**config.mk**
```make
export PLATFORM = sky130hd
export DESIGN_NAME = wav_pcm16_mono_stream_parser
export DESIGN_NICKNAME = d
export VERILOG_FILES = /design/src/hdl/wps_pkg.sv /design/src/hdl/wps_step.sv /design/src/hdl/wav_pcm16_mono_stream_parser.sv
export SDC_FILE = /design/constraint.sdc
export NUM_CORES = 1
export LEC_CHECK = 0
export BUFFER_PORTS_ARGS = -buffer_cell sky130_fd_sc_hd__buf_2
export CORE_ASPECT_RATIO = 1.2
export CORE_UTILIZATION = 45
export DETAILED_ROUTE_END_ITERATION = 10
export PLACE_DENSITY_LB_ADDON = 0.3
export SYNTH_ARGS = -nofsm -noshare
export SYNTH_HDL_FRONTEND = slang
export SYNTH_HIERARCHICAL = 1
export SYNTH_SLANG_ARGS = --single-unit
```
**constraint.sdc**
```tcl
create_clock -name clk_i -period 12.75 [get_ports clk_i]
set_clock_uncertainty 0.15 [all_clocks]
set_input_delay 0.6375 -clock clk_i [delete_from_list [all_inputs] [get_ports clk_i]]
set_output_delay 0.6375 -clock clk_i [all_outputs]
set_load 0.02 [all_outputs]
```
**src/hdl/wps_pkg.sv**
```systemverilog
// Package: types, codes and constants shared by the WAVE stream parser files.
`default_nettype none

package wps_pkg;

  // Four-character tags as they sit in the little-endian shift word.
  localparam logic [31:0] TAG_RIFF = 32'h4646_4952;
  localparam logic [31:0] TAG_WAVE = 32'h4556_4157;
  localparam logic [31:0] TAG_DATA = 32'h6174_6164;
  localparam logic [31:0] TAG_FACT = 32'h7463_6166;

  localparam logic [31:0] MIN_HEADER  = 32'd44;
  localparam logic [31:0] MIN_FMT_LEN = 32'd16;
  localparam logic [31:0] FACT_LEN    = 32'd4;
  localparam logic [15:0] PCM_FORMAT  = 16'd1;
  localparam logic [15:0] PCM_DEPTH   = 16'd16;
  localparam logic [15:0] MONO        = 16'd1;

  // Byte offsets where header fields complete.
  localparam int unsigned OFF_W = 6;
  localparam logic [OFF_W-1:0] OFF_START     = 6'd0;
  localparam logic [OFF_W-1:0] OFF_RIFF_TAG  = 6'd3;
  localparam logic [OFF_W-1:0] OFF_RIFF_LEN  = 6'd7;
  localparam logic [OFF_W-1:0] OFF_WAVE_TAG  = 6'd11;
  localparam logic [OFF_W-1:0] OFF_FMT_LEN   = 6'd19;
  localparam logic [OFF_W-1:0] OFF_FMT_CODE  = 6'd21;
  localparam logic [OFF_W-1:0] OFF_CHANNELS  = 6'd23;
  localparam logic [OFF_W-1:0] OFF_RATE      = 6'd27;
  localparam logic [OFF_W-1:0] OFF_ALIGN     = 6'd33;
  localparam logic [OFF_W-1:0] OFF_DEPTH     = 6'd35;
  localparam logic [OFF_W-1:0] OFF_CHUNK_TAG = 6'd3;
  localparam logic [OFF_W-1:0] OFF_CHUNK_LEN = 6'd7;

  typedef enum logic [2:0] {
    PH_RIFF,
    PH_FMT,
    PH_SKIP,
    PH_CHDR,
    PH_SAMP,
    PH_DONE
  } phase_e;

  typedef enum logic [1:0] {
    KIND_FORMAT = 2'd0,
    KIND_SAMPLE = 2'd1,
    KIND_ERROR  = 2'd2
  } kind_e;

  typedef enum logic [3:0] {
    ERR_SHORT     = 4'd0,
    ERR_RIFF      = 4'd1,
    ERR_WAVE      = 4'd2,
    ERR_RIFF_LEN  = 4'd3,
    ERR_PCM       = 4'd4,
    ERR_DEPTH     = 4'd5,
    ERR_CHANNELS  = 4'd6,
    ERR_FMT_LEN   = 4'd7,
    ERR_FACT      = 4'd8,
    ERR_TRUNCATED = 4'd9
  } err_e;

  typedef struct packed {
    logic [7:0]  in_byte;
    logic        end_of_buffer;
    logic [31:0] buffer_length;
  } wps_in_t;

  typedef struct packed {
    kind_e              kind;
    logic signed [15:0] sample;
    logic [31:0]        rate;
    logic [31:0]        data_bytes;
    err_e               error_code;
    logic               is_last;
  } wps_out_t;

  // Parser state. data_remaining counts down the data length by the block
  // alignment of each sample, so no running sum has to be compared.
  typedef struct packed {
    phase_e           phase;
    logic [OFF_W-1:0] byte_offset;
    logic [31:0]      word_shift;
    logic [31:0]      chunk_tag;
    logic [31:0]      skip_remaining;
    logic [31:0]      saved_rate;
    logic [15:0]      saved_block_align;
    logic [31:0]      data_remaining;
    logic [7:0]       low_byte;
  } wps_state_t;

  localparam wps_state_t STATE_RESET = '{
    phase:             PH_RIFF,
    byte_offset:       '0,
    word_shift:        '0,
    chunk_tag:         '0,
    skip_remaining:    '0,
    saved_rate:        '0,
    saved_block_align: '0,
    data_remaining:    '0,
    low_byte:          '0
  };

endpackage

`default_nettype wire

```
**src/hdl/wps_step.sv**
```systemverilog
// Combinational parse step: next parser state and optional result for one byte.
`default_nettype none

module wps_step (
  input  wps_pkg::wps_state_t state_i,
  input  wps_pkg::wps_in_t    word_i,
  output wps_pkg::wps_state_t state_o,
  output logic                res_valid_o,
  output wps_pkg::wps_out_t   res_o
);
  import wps_pkg::*;

  wps_state_t  nxt;
  logic [31:0] ws;
  logic [31:0] skip_dec;
  logic [31:0] fmt_rest;
  logic [31:0] rem_dec;
  logic        failed;
  err_e        code;
  logic        last;

  assign ws       = {word_i.in_byte, state_i.word_shift[31:8]};
  assign skip_dec = state_i.skip_remaining - 32'd1;
  assign fmt_rest = state_i.skip_remaining - MIN_FMT_LEN;
  assign rem_dec  = state_i.data_remaining - {16'd0, state_i.saved_block_align};

  always_comb begin
    nxt         = state_i;
    res_valid_o = 1'b0;
    res_o       = '{kind: KIND_FORMAT, sample: '0, rate: '0, data_bytes: '0,
                    error_code: ERR_SHORT, is_last: 1'b0};
    failed      = 1'b0;
    code        = ERR_SHORT;
    last        = 1'b0;

    if (state_i.phase == PH_DONE) begin
      if (word_i.end_of_buffer) begin
        nxt = STATE_RESET;
      end
    end else begin
      nxt.word_shift  = ws;
      nxt.byte_offset = state_i.byte_offset + OFF_W'(1);

      case (state_i.phase)
        PH_RIFF: begin
          if (state_i.byte_offset == OFF_START && word_i.buffer_length < MIN_HEADER) begin
            failed = 1'b1;
            code   = ERR_SHORT;
          end else if (state_i.byte_offset == OFF_RIFF_TAG && ws != TAG_RIFF) begin
            failed = 1'b1;
            code   = ERR_RIFF;
          end else if (state_i.byte_offset == OFF_RIFF_LEN) begin
            nxt.chunk_tag = ws;
          end else if (state_i.byte_offset == OFF_WAVE_TAG) begin
            if (ws != TAG_WAVE) begin
              failed = 1'b1;
              code   = ERR_WAVE;
            end else if (word_i.buffer_length < state_i.chunk_tag) begin
              failed = 1'b1;
              code   = ERR_RIFF_LEN;
            end else begin
              nxt.phase = PH_FMT;
            end
          end
        end
        PH_FMT: begin
          if (state_i.byte_offset == OFF_FMT_LEN) begin
            nxt.skip_remaining = ws;
          end else if (state_i.byte_offset == OFF_FMT_CODE) begin
            nxt.chunk_tag = {16'd0, ws[31:16]};
          end else if (state_i.byte_offset == OFF_CHANNELS) begin
            nxt.chunk_tag = {ws[31:16], state_i.chunk_tag[15:0]};
          end else if (state_i.byte_offset == OFF_RATE) begin
            nxt.saved_rate = ws;
          end else if (state_i.byte_offset == OFF_ALIGN) begin
            nxt.saved_block_align = ws[31:16];
          end else if (state_i.byte_offset == OFF_DEPTH) begin
            if (state_i.chunk_tag[15:0] != PCM_FORMAT) begin
              failed = 1'b1;
              code   = ERR_PCM;
            end else if (ws[31:16] != PCM_DEPTH) begin
              failed = 1'b1;
              code   = ERR_DEPTH;
            end else if (state_i.chunk_tag[31:16] != MONO) begin
              failed = 1'b1;
              code   = ERR_CHANNELS;
            end else if (state_i.skip_remaining < MIN_FMT_LEN) begin
              failed = 1'b1;
              code   = ERR_FMT_LEN;
            end else begin
              // Any extension bytes of the format chunk are skipped.
              nxt.skip_remaining = fmt_rest;
              nxt.byte_offset    = '0;
              nxt.phase          = (fmt_rest != 32'd0) ? PH_SKIP : PH_CHDR;
            end
          end
        end
        PH_SKIP: begin
          nxt.skip_remaining = skip_dec;
          if (skip_dec == 32'd0) begin
            nxt.byte_offset = '0;
            nxt.phase       = PH_CHDR;
          end
        end
        PH_CHDR: begin
          if (state_i.byte_offset == OFF_CHUNK_TAG) begin
            nxt.chunk_tag = ws;
          end else if (state_i.byte_offset >= OFF_CHUNK_LEN) begin
            nxt.byte_offset = '0;
            if (state_i.chunk_tag == TAG_DATA) begin
              last = (state_i.saved_block_align == 16'd0) ||
                     ({16'd0, state_i.saved_block_align} > ws);
              nxt.data_remaining = ws;
              nxt.phase          = last ? PH_DONE : PH_SAMP;
              res_valid_o        = 1'b1;
              res_o.kind         = KIND_FORMAT;
              res_o.rate         = state_i.saved_rate;
              res_o.data_bytes   = ws;
              res_o.is_last      = last;
            end else if (state_i.chunk_tag == TAG_FACT && ws != FACT_LEN) begin
              failed = 1'b1;
              code   = ERR_FACT;
            end else begin
              nxt.skip_remaining = ws;
              nxt.phase          = (ws != 32'd0) ? PH_SKIP : PH_CHDR;
            end
          end
        end
        PH_SAMP: begin
          if (state_i.byte_offset == OFF_START) begin
            nxt.low_byte = word_i.in_byte;
          end else begin
            last = (state_i.saved_block_align == 16'd0) ||
                   ({16'd0, state_i.saved_block_align} > rem_dec);
            nxt.byte_offset    = '0;
            nxt.data_remaining = rem_dec;
            res_valid_o        = 1'b1;
            res_o.kind         = KIND_SAMPLE;
            res_o.sample       = {word_i.in_byte, state_i.low_byte};
            res_o.is_last      = last;
            if (last) begin
              nxt.phase = PH_DONE;
            end
          end
        end
        default: begin
          nxt = state_i;
        end
      endcase

      if (failed) begin
        nxt.phase        = PH_DONE;
        res_valid_o      = 1'b1;
        res_o            = '{kind: KIND_ERROR, sample: '0, rate: '0, data_bytes: '0,
                             error_code: code, is_last: 1'b1};
      end

      // The final byte resets the parser; an unfinished parse is a truncation.
      if (word_i.end_of_buffer) begin
        if (nxt.phase != PH_DONE) begin
          res_valid_o = 1'b1;
          res_o       = '{kind: KIND_ERROR, sample: '0, rate: '0, data_bytes: '0,
                          error_code: ERR_TRUNCATED, is_last: 1'b1};
        end
        nxt = STATE_RESET;
      end
    end
  end

  assign state_o = nxt;

endmodule

`default_nettype wire

```
**src/hdl/wav_pcm16_mono_stream_parser.sv**
```systemverilog
// Top level of the streaming RIFF/WAVE 16-bit mono PCM parser.
//
//   Channel  Direction  Handshake                Word
//   in       input      in_valid_i / in_stall_o  wps_in_t: in_byte, end_of_buffer,
//                                                buffer_length
//   out      output     out_valid_o / out_stall_i wps_out_t: kind, sample, rate,
//                                                data_bytes, error_code, is_last
//
// A word in the input register is parsed, and its result, if any, is captured in
// the output register; one word per cycle while the output is not stalled.
// The parser state register loops back through the combinational parse step.
// Reset clears the valid bits and returns the parser to expecting the RIFF header.
// An output stall holds the input register and raises in_stall_o; nothing is dropped.
`default_nettype none

module wav_pcm16_mono_stream_parser (
  input  logic              clk_i,
  input  logic              rst_ni,
  input  logic              in_valid_i,
  output logic              in_stall_o,
  input  wps_pkg::wps_in_t  in_word_i,
  output logic              out_valid_o,
  input  logic              out_stall_i,
  output wps_pkg::wps_out_t out_word_o
);
  import wps_pkg::*;

  // Input register holding the next byte to parse.
  logic       in_valid_q;
  wps_in_t    in_q;

  // Parser state and output register.
  wps_state_t state_q;
  wps_state_t state_d;
  logic       out_valid_q;
  logic       out_valid_d;
  wps_out_t   out_q;

  logic       step_res_valid;
  wps_out_t   step_res;
  logic       advance;

  // The held byte is parsed when the output register is free or is being
  // emptied in this same cycle.
  assign advance    = in_valid_q && (!out_valid_q || !out_stall_i);
  assign in_stall_o = in_valid_q && !advance;

  wps_step u_step (
    .state_i     (state_q),
    .word_i      (in_q),
    .state_o     (state_d),
    .res_valid_o (step_res_valid),
    .res_o       (step_res)
  );

  // A result stays while stalled; a new one replaces it only once taken.
  assign out_valid_d = (advance && step_res_valid) || (out_valid_q && out_stall_i);

  always_ff @(posedge clk_i or negedge rst_ni) begin
    if (!rst_ni) begin
      in_valid_q  <= 1'b0;
      out_valid_q <= 1'b0;
      state_q     <= STATE_RESET;
    end else begin
      if (!in_stall_o) begin
        in_valid_q <= in_valid_i;
      end
      if (advance) begin
        state_q <= state_d;
      end
      out_valid_q <= out_valid_d;
    end
  end

  // Payload registers carry no reset.
  always_ff @(posedge clk_i) begin
    if (!in_stall_o && in_valid_i) begin
      in_q <= in_word_i;
    end
    if (advance && step_res_valid) begin
      out_q <= step_res;
    end
  end

  assign out_valid_o = out_valid_q;
  assign out_word_o  = out_q;

endmodule

`default_nettype wire

```
==> impl_metrics.tcl <==
set metrics [dict create \
    viasPerCell 6.48 \
    avgRoutedWirePerCell_um 26.2 \
    placementRows 88 \
    worst_pin_slew_ns 1.24 \
    total_via_count_after_detailed_routing 20200 \
    power.share.combinational_pct 40.1 \
    die_h_um 244 \
    cts_tree "done" \
    fin_crit_sh_pct 44.9 \
    fraction_of_layout_instances_using_a_drive_strength_above_1_pct 13.8 \
    syn_to_final_growth_pct 10.1 \
    place_congestion 1.00 \
    max-clock-path-buffers 3 \
    io_pins 134 \
    total_power_mw 4.11 \
    ant_nets 0 \
    cts.clk_slew.worst_paths_ns 0.06 \
    first_iteration_detailed_routing_drc_count 2095 \
    worst_path_max_delay_cell "sky130_fd_sc_hd__and2_1" \
    cp_delay_by_family_top "compound AO/OA/AOI/OAI gates" \
    effective_utilization_at_floorplan_pct 45.6 \
    cellLeakagePower_nw 10.1 \
    grt_pass1_vias 19700 \
    grt_usage_pct 32.6 \
    finalMaxSlewViolations 0 \
    timing.max_slew.rel_slack_pct 17.1 \
    syn-cell-area_um2 21900 \
    critPathLaunchType "register" \
    grt_antenna_before_repair 0 \
    cap_viol_max_count 0 \
    die_width_um 203 \
    required_worst_endpoint_ns 12.99 \
    port_buffers 133 \
    cpPeakStageDelay_ns 0.63 \
    hpwl_mm 54.9 \
    ctsHtreeMaxLevel 2 \
    p_sw_mw 1.77 \
    swShare_pct 43.1 \
    cp_common_cell "sky130_fd_sc_hd__a211oi_1" \
    worst_ep_arrival_time_ns 5.97 \
    count_of_cells_resized_by_post_cts_repair 0 \
    clkLatencyLatePin_ns 0.59 \
    ctsRootBufferMaster "sky130_fd_sc_hd__clkbuf_16" \
    cts_inserted_buffers 37 \
    path_class "reg -> reg" \
    setup_repair_after_global_routing_missed_its_margin "false" \
    global_route.overflow_total 0 \
    antenna-diode-count 0 \
    critical_path.endpoint_type "register" \
    hold_violations 0 \
    timing.hold.worst.class "in -> reg" \
    first_pass_grt_wire_length_mm 122 \
    synthesis.instances 2433 \
    synth_warnings 6 \
    intPower_mw 2.34 \
    min_tclk_post_route_ns 5.73 \
    worstPathMaxFanout 17 \
    placeableCoreArea_um2 48000 \
    synthesis.area_per_instance_um2 8.99 \
    sequentialPowerShare_pct 32.9 \
    synthesis.nets 2566 \
    crit_path_cell_trace "inv_1 -> ha_1 -> inv_1 -> fa_1 -> a211oi_1 -> o211ai_1 -> and3_1 -> a41oi_1 -> xor2_1 -> ha_1 -> nand4_1 -> nor2_1 -> a2111oi_0 -> o221ai_1 -> a211oi_1 -> o211a_1 -> nand4_2 -> and2_1 -> a211oi_1" \
    outcome "complete, no violations" \
    post-route-drc-count 0 \
    critical_path.n_buffers_inverters 2 \
    die_area_um2 49500 \
    fmax_mhz 174 \
    dr.pass1.iters 8 \
    report.final.setup_viol 0 \
    irDropWorstVdd_v 0.000117 \
    clkPwrFrac_pct 27.0 \
    wirelength_mm 81.5 \
    nets 2589 \
    pwr_density_cell_nw_per_um2 171 \
    maximum_number_of_pins_on_one_net_before_global_route_repair 171 \
    setup_tns_ns 0 \
    numClockSinks 315 \
]
## layout by cell type, fill, tap and decap left out, drive strengths merged, types with 13 or more instances in the layout
cell type and instances:
inv 106, o31ai 14, a221oi 27, a31oi 22
a21oi 206, o21ai 81, and2 61, clkbuf 44
mux2 187, clkinv 13, edfxtp 128, nor2 233
a222oi 18, or3 24, or4 27, nand3 74
nand2b 13, buf 187, ha 87, a211oi 37
xor2 24, o211ai 18, xnor2 33, a22oi 33
nand2 225, nor4 64, and3 16, dfrtp 187
nor3 81, nand4 54
## layer usage
metal | up-vias | share of wire (%) | track usage [%] | routed length, µm
met2 | 1030 | 46 | 51.8 | 37500
met4 | 0 | 7.5 | 22.2 | 6120
met1 | 9870 | 38 | 39.4 | 31100
li1 | 8989 | - | - | -
met3 | 303 | 8.3 | 6.97 | 6750
met5 | - | 0 | 0 | 0
## power by group through the flow
| stage | sequential, mW | combinational (mW) | clock, mW |
|---|---|---|---|
| 2_1_floorplan | 1.33 | 1.05 | 0 |
| 3_3_place_gp | 1.36 | 1.59 | 0 |
| 3_5_place_dp | 1.36 | 1.60 | 0 |
| 4_1_cts | 1.35 | 1.60 | 1.13 |
| 5_1_grt | 1.36 | 1.74 | 1.17 |
| 6_report | 1.35 | 1.65 | 1.11 |
## through the flow
stage	worst slack [ns]	std cells	hold slack, ns	util [%]	area [µm²]
final	7.02	3115	0.0744	50.2	24100
after global routing	6.77	3115	0.0535	50.2	24100
after CTS	7.13	3115	0.0635	50.2	24100
after detailed placement	7.18	3046	0.350	47.5	22800
after global placement	7.29	3046	0.334	47.5	22800
after floorplan	4.51	2433	0.192	-	21900
## final timing paths
check	from	endpoint	slack, ns	depth (start not counted)
worst min-delay path	in_word_i[33]	in_q[33]$_DFFE_PP_	0.07	1
max in group asynchronous	rst_ni	state_q[120]$_DFFE_PN0P_	10.52	3
worst min register to register	state_q[63]$_DFFE_PN0P_	state_q[63]$_DFFE_PN0P_	0.36	1
worst max-delay path	state_q[8]$_DFFE_PN0P_	out_word_o[72]$_DFFE_PP_	7.02	19
worst max register to register	state_q[8]$_DFFE_PN0P_	out_word_o[72]$_DFFE_PP_	7.02	19
min in group asynchronous	rst_ni	state_q[21]$_DFFE_PN0P_	0.50	2
## registers in the layout (all words and copies together) (netlist names)
| name | count |
|---|---|
| in_valid_q | 1 |
| out_valid_o | 1 |
| state_q | 185 |
| out_word_o | 87 |
| in_q | 41 |
## area by class of cell
cell class	instances	area, µm²
Timing Repair Buffer	189	1110
Multi-Input combinational cell	1810	12000
Inverter	103	387
Clock inverter	25	251
Clock buffer	43	1000
Fill cell	4567	23900
Sequential cell	315	8520
Tap cell	630	788
## what timing repair did
action / 4_1_cts / 5_1_grt
hold endpoints to repair: 64 / 0
hold buffers: 1 / 0
setup buffers: 0 / 0
setup endpoints to repair: 0 / 0
Note: power is estimated with default switching activity, not from simulation.
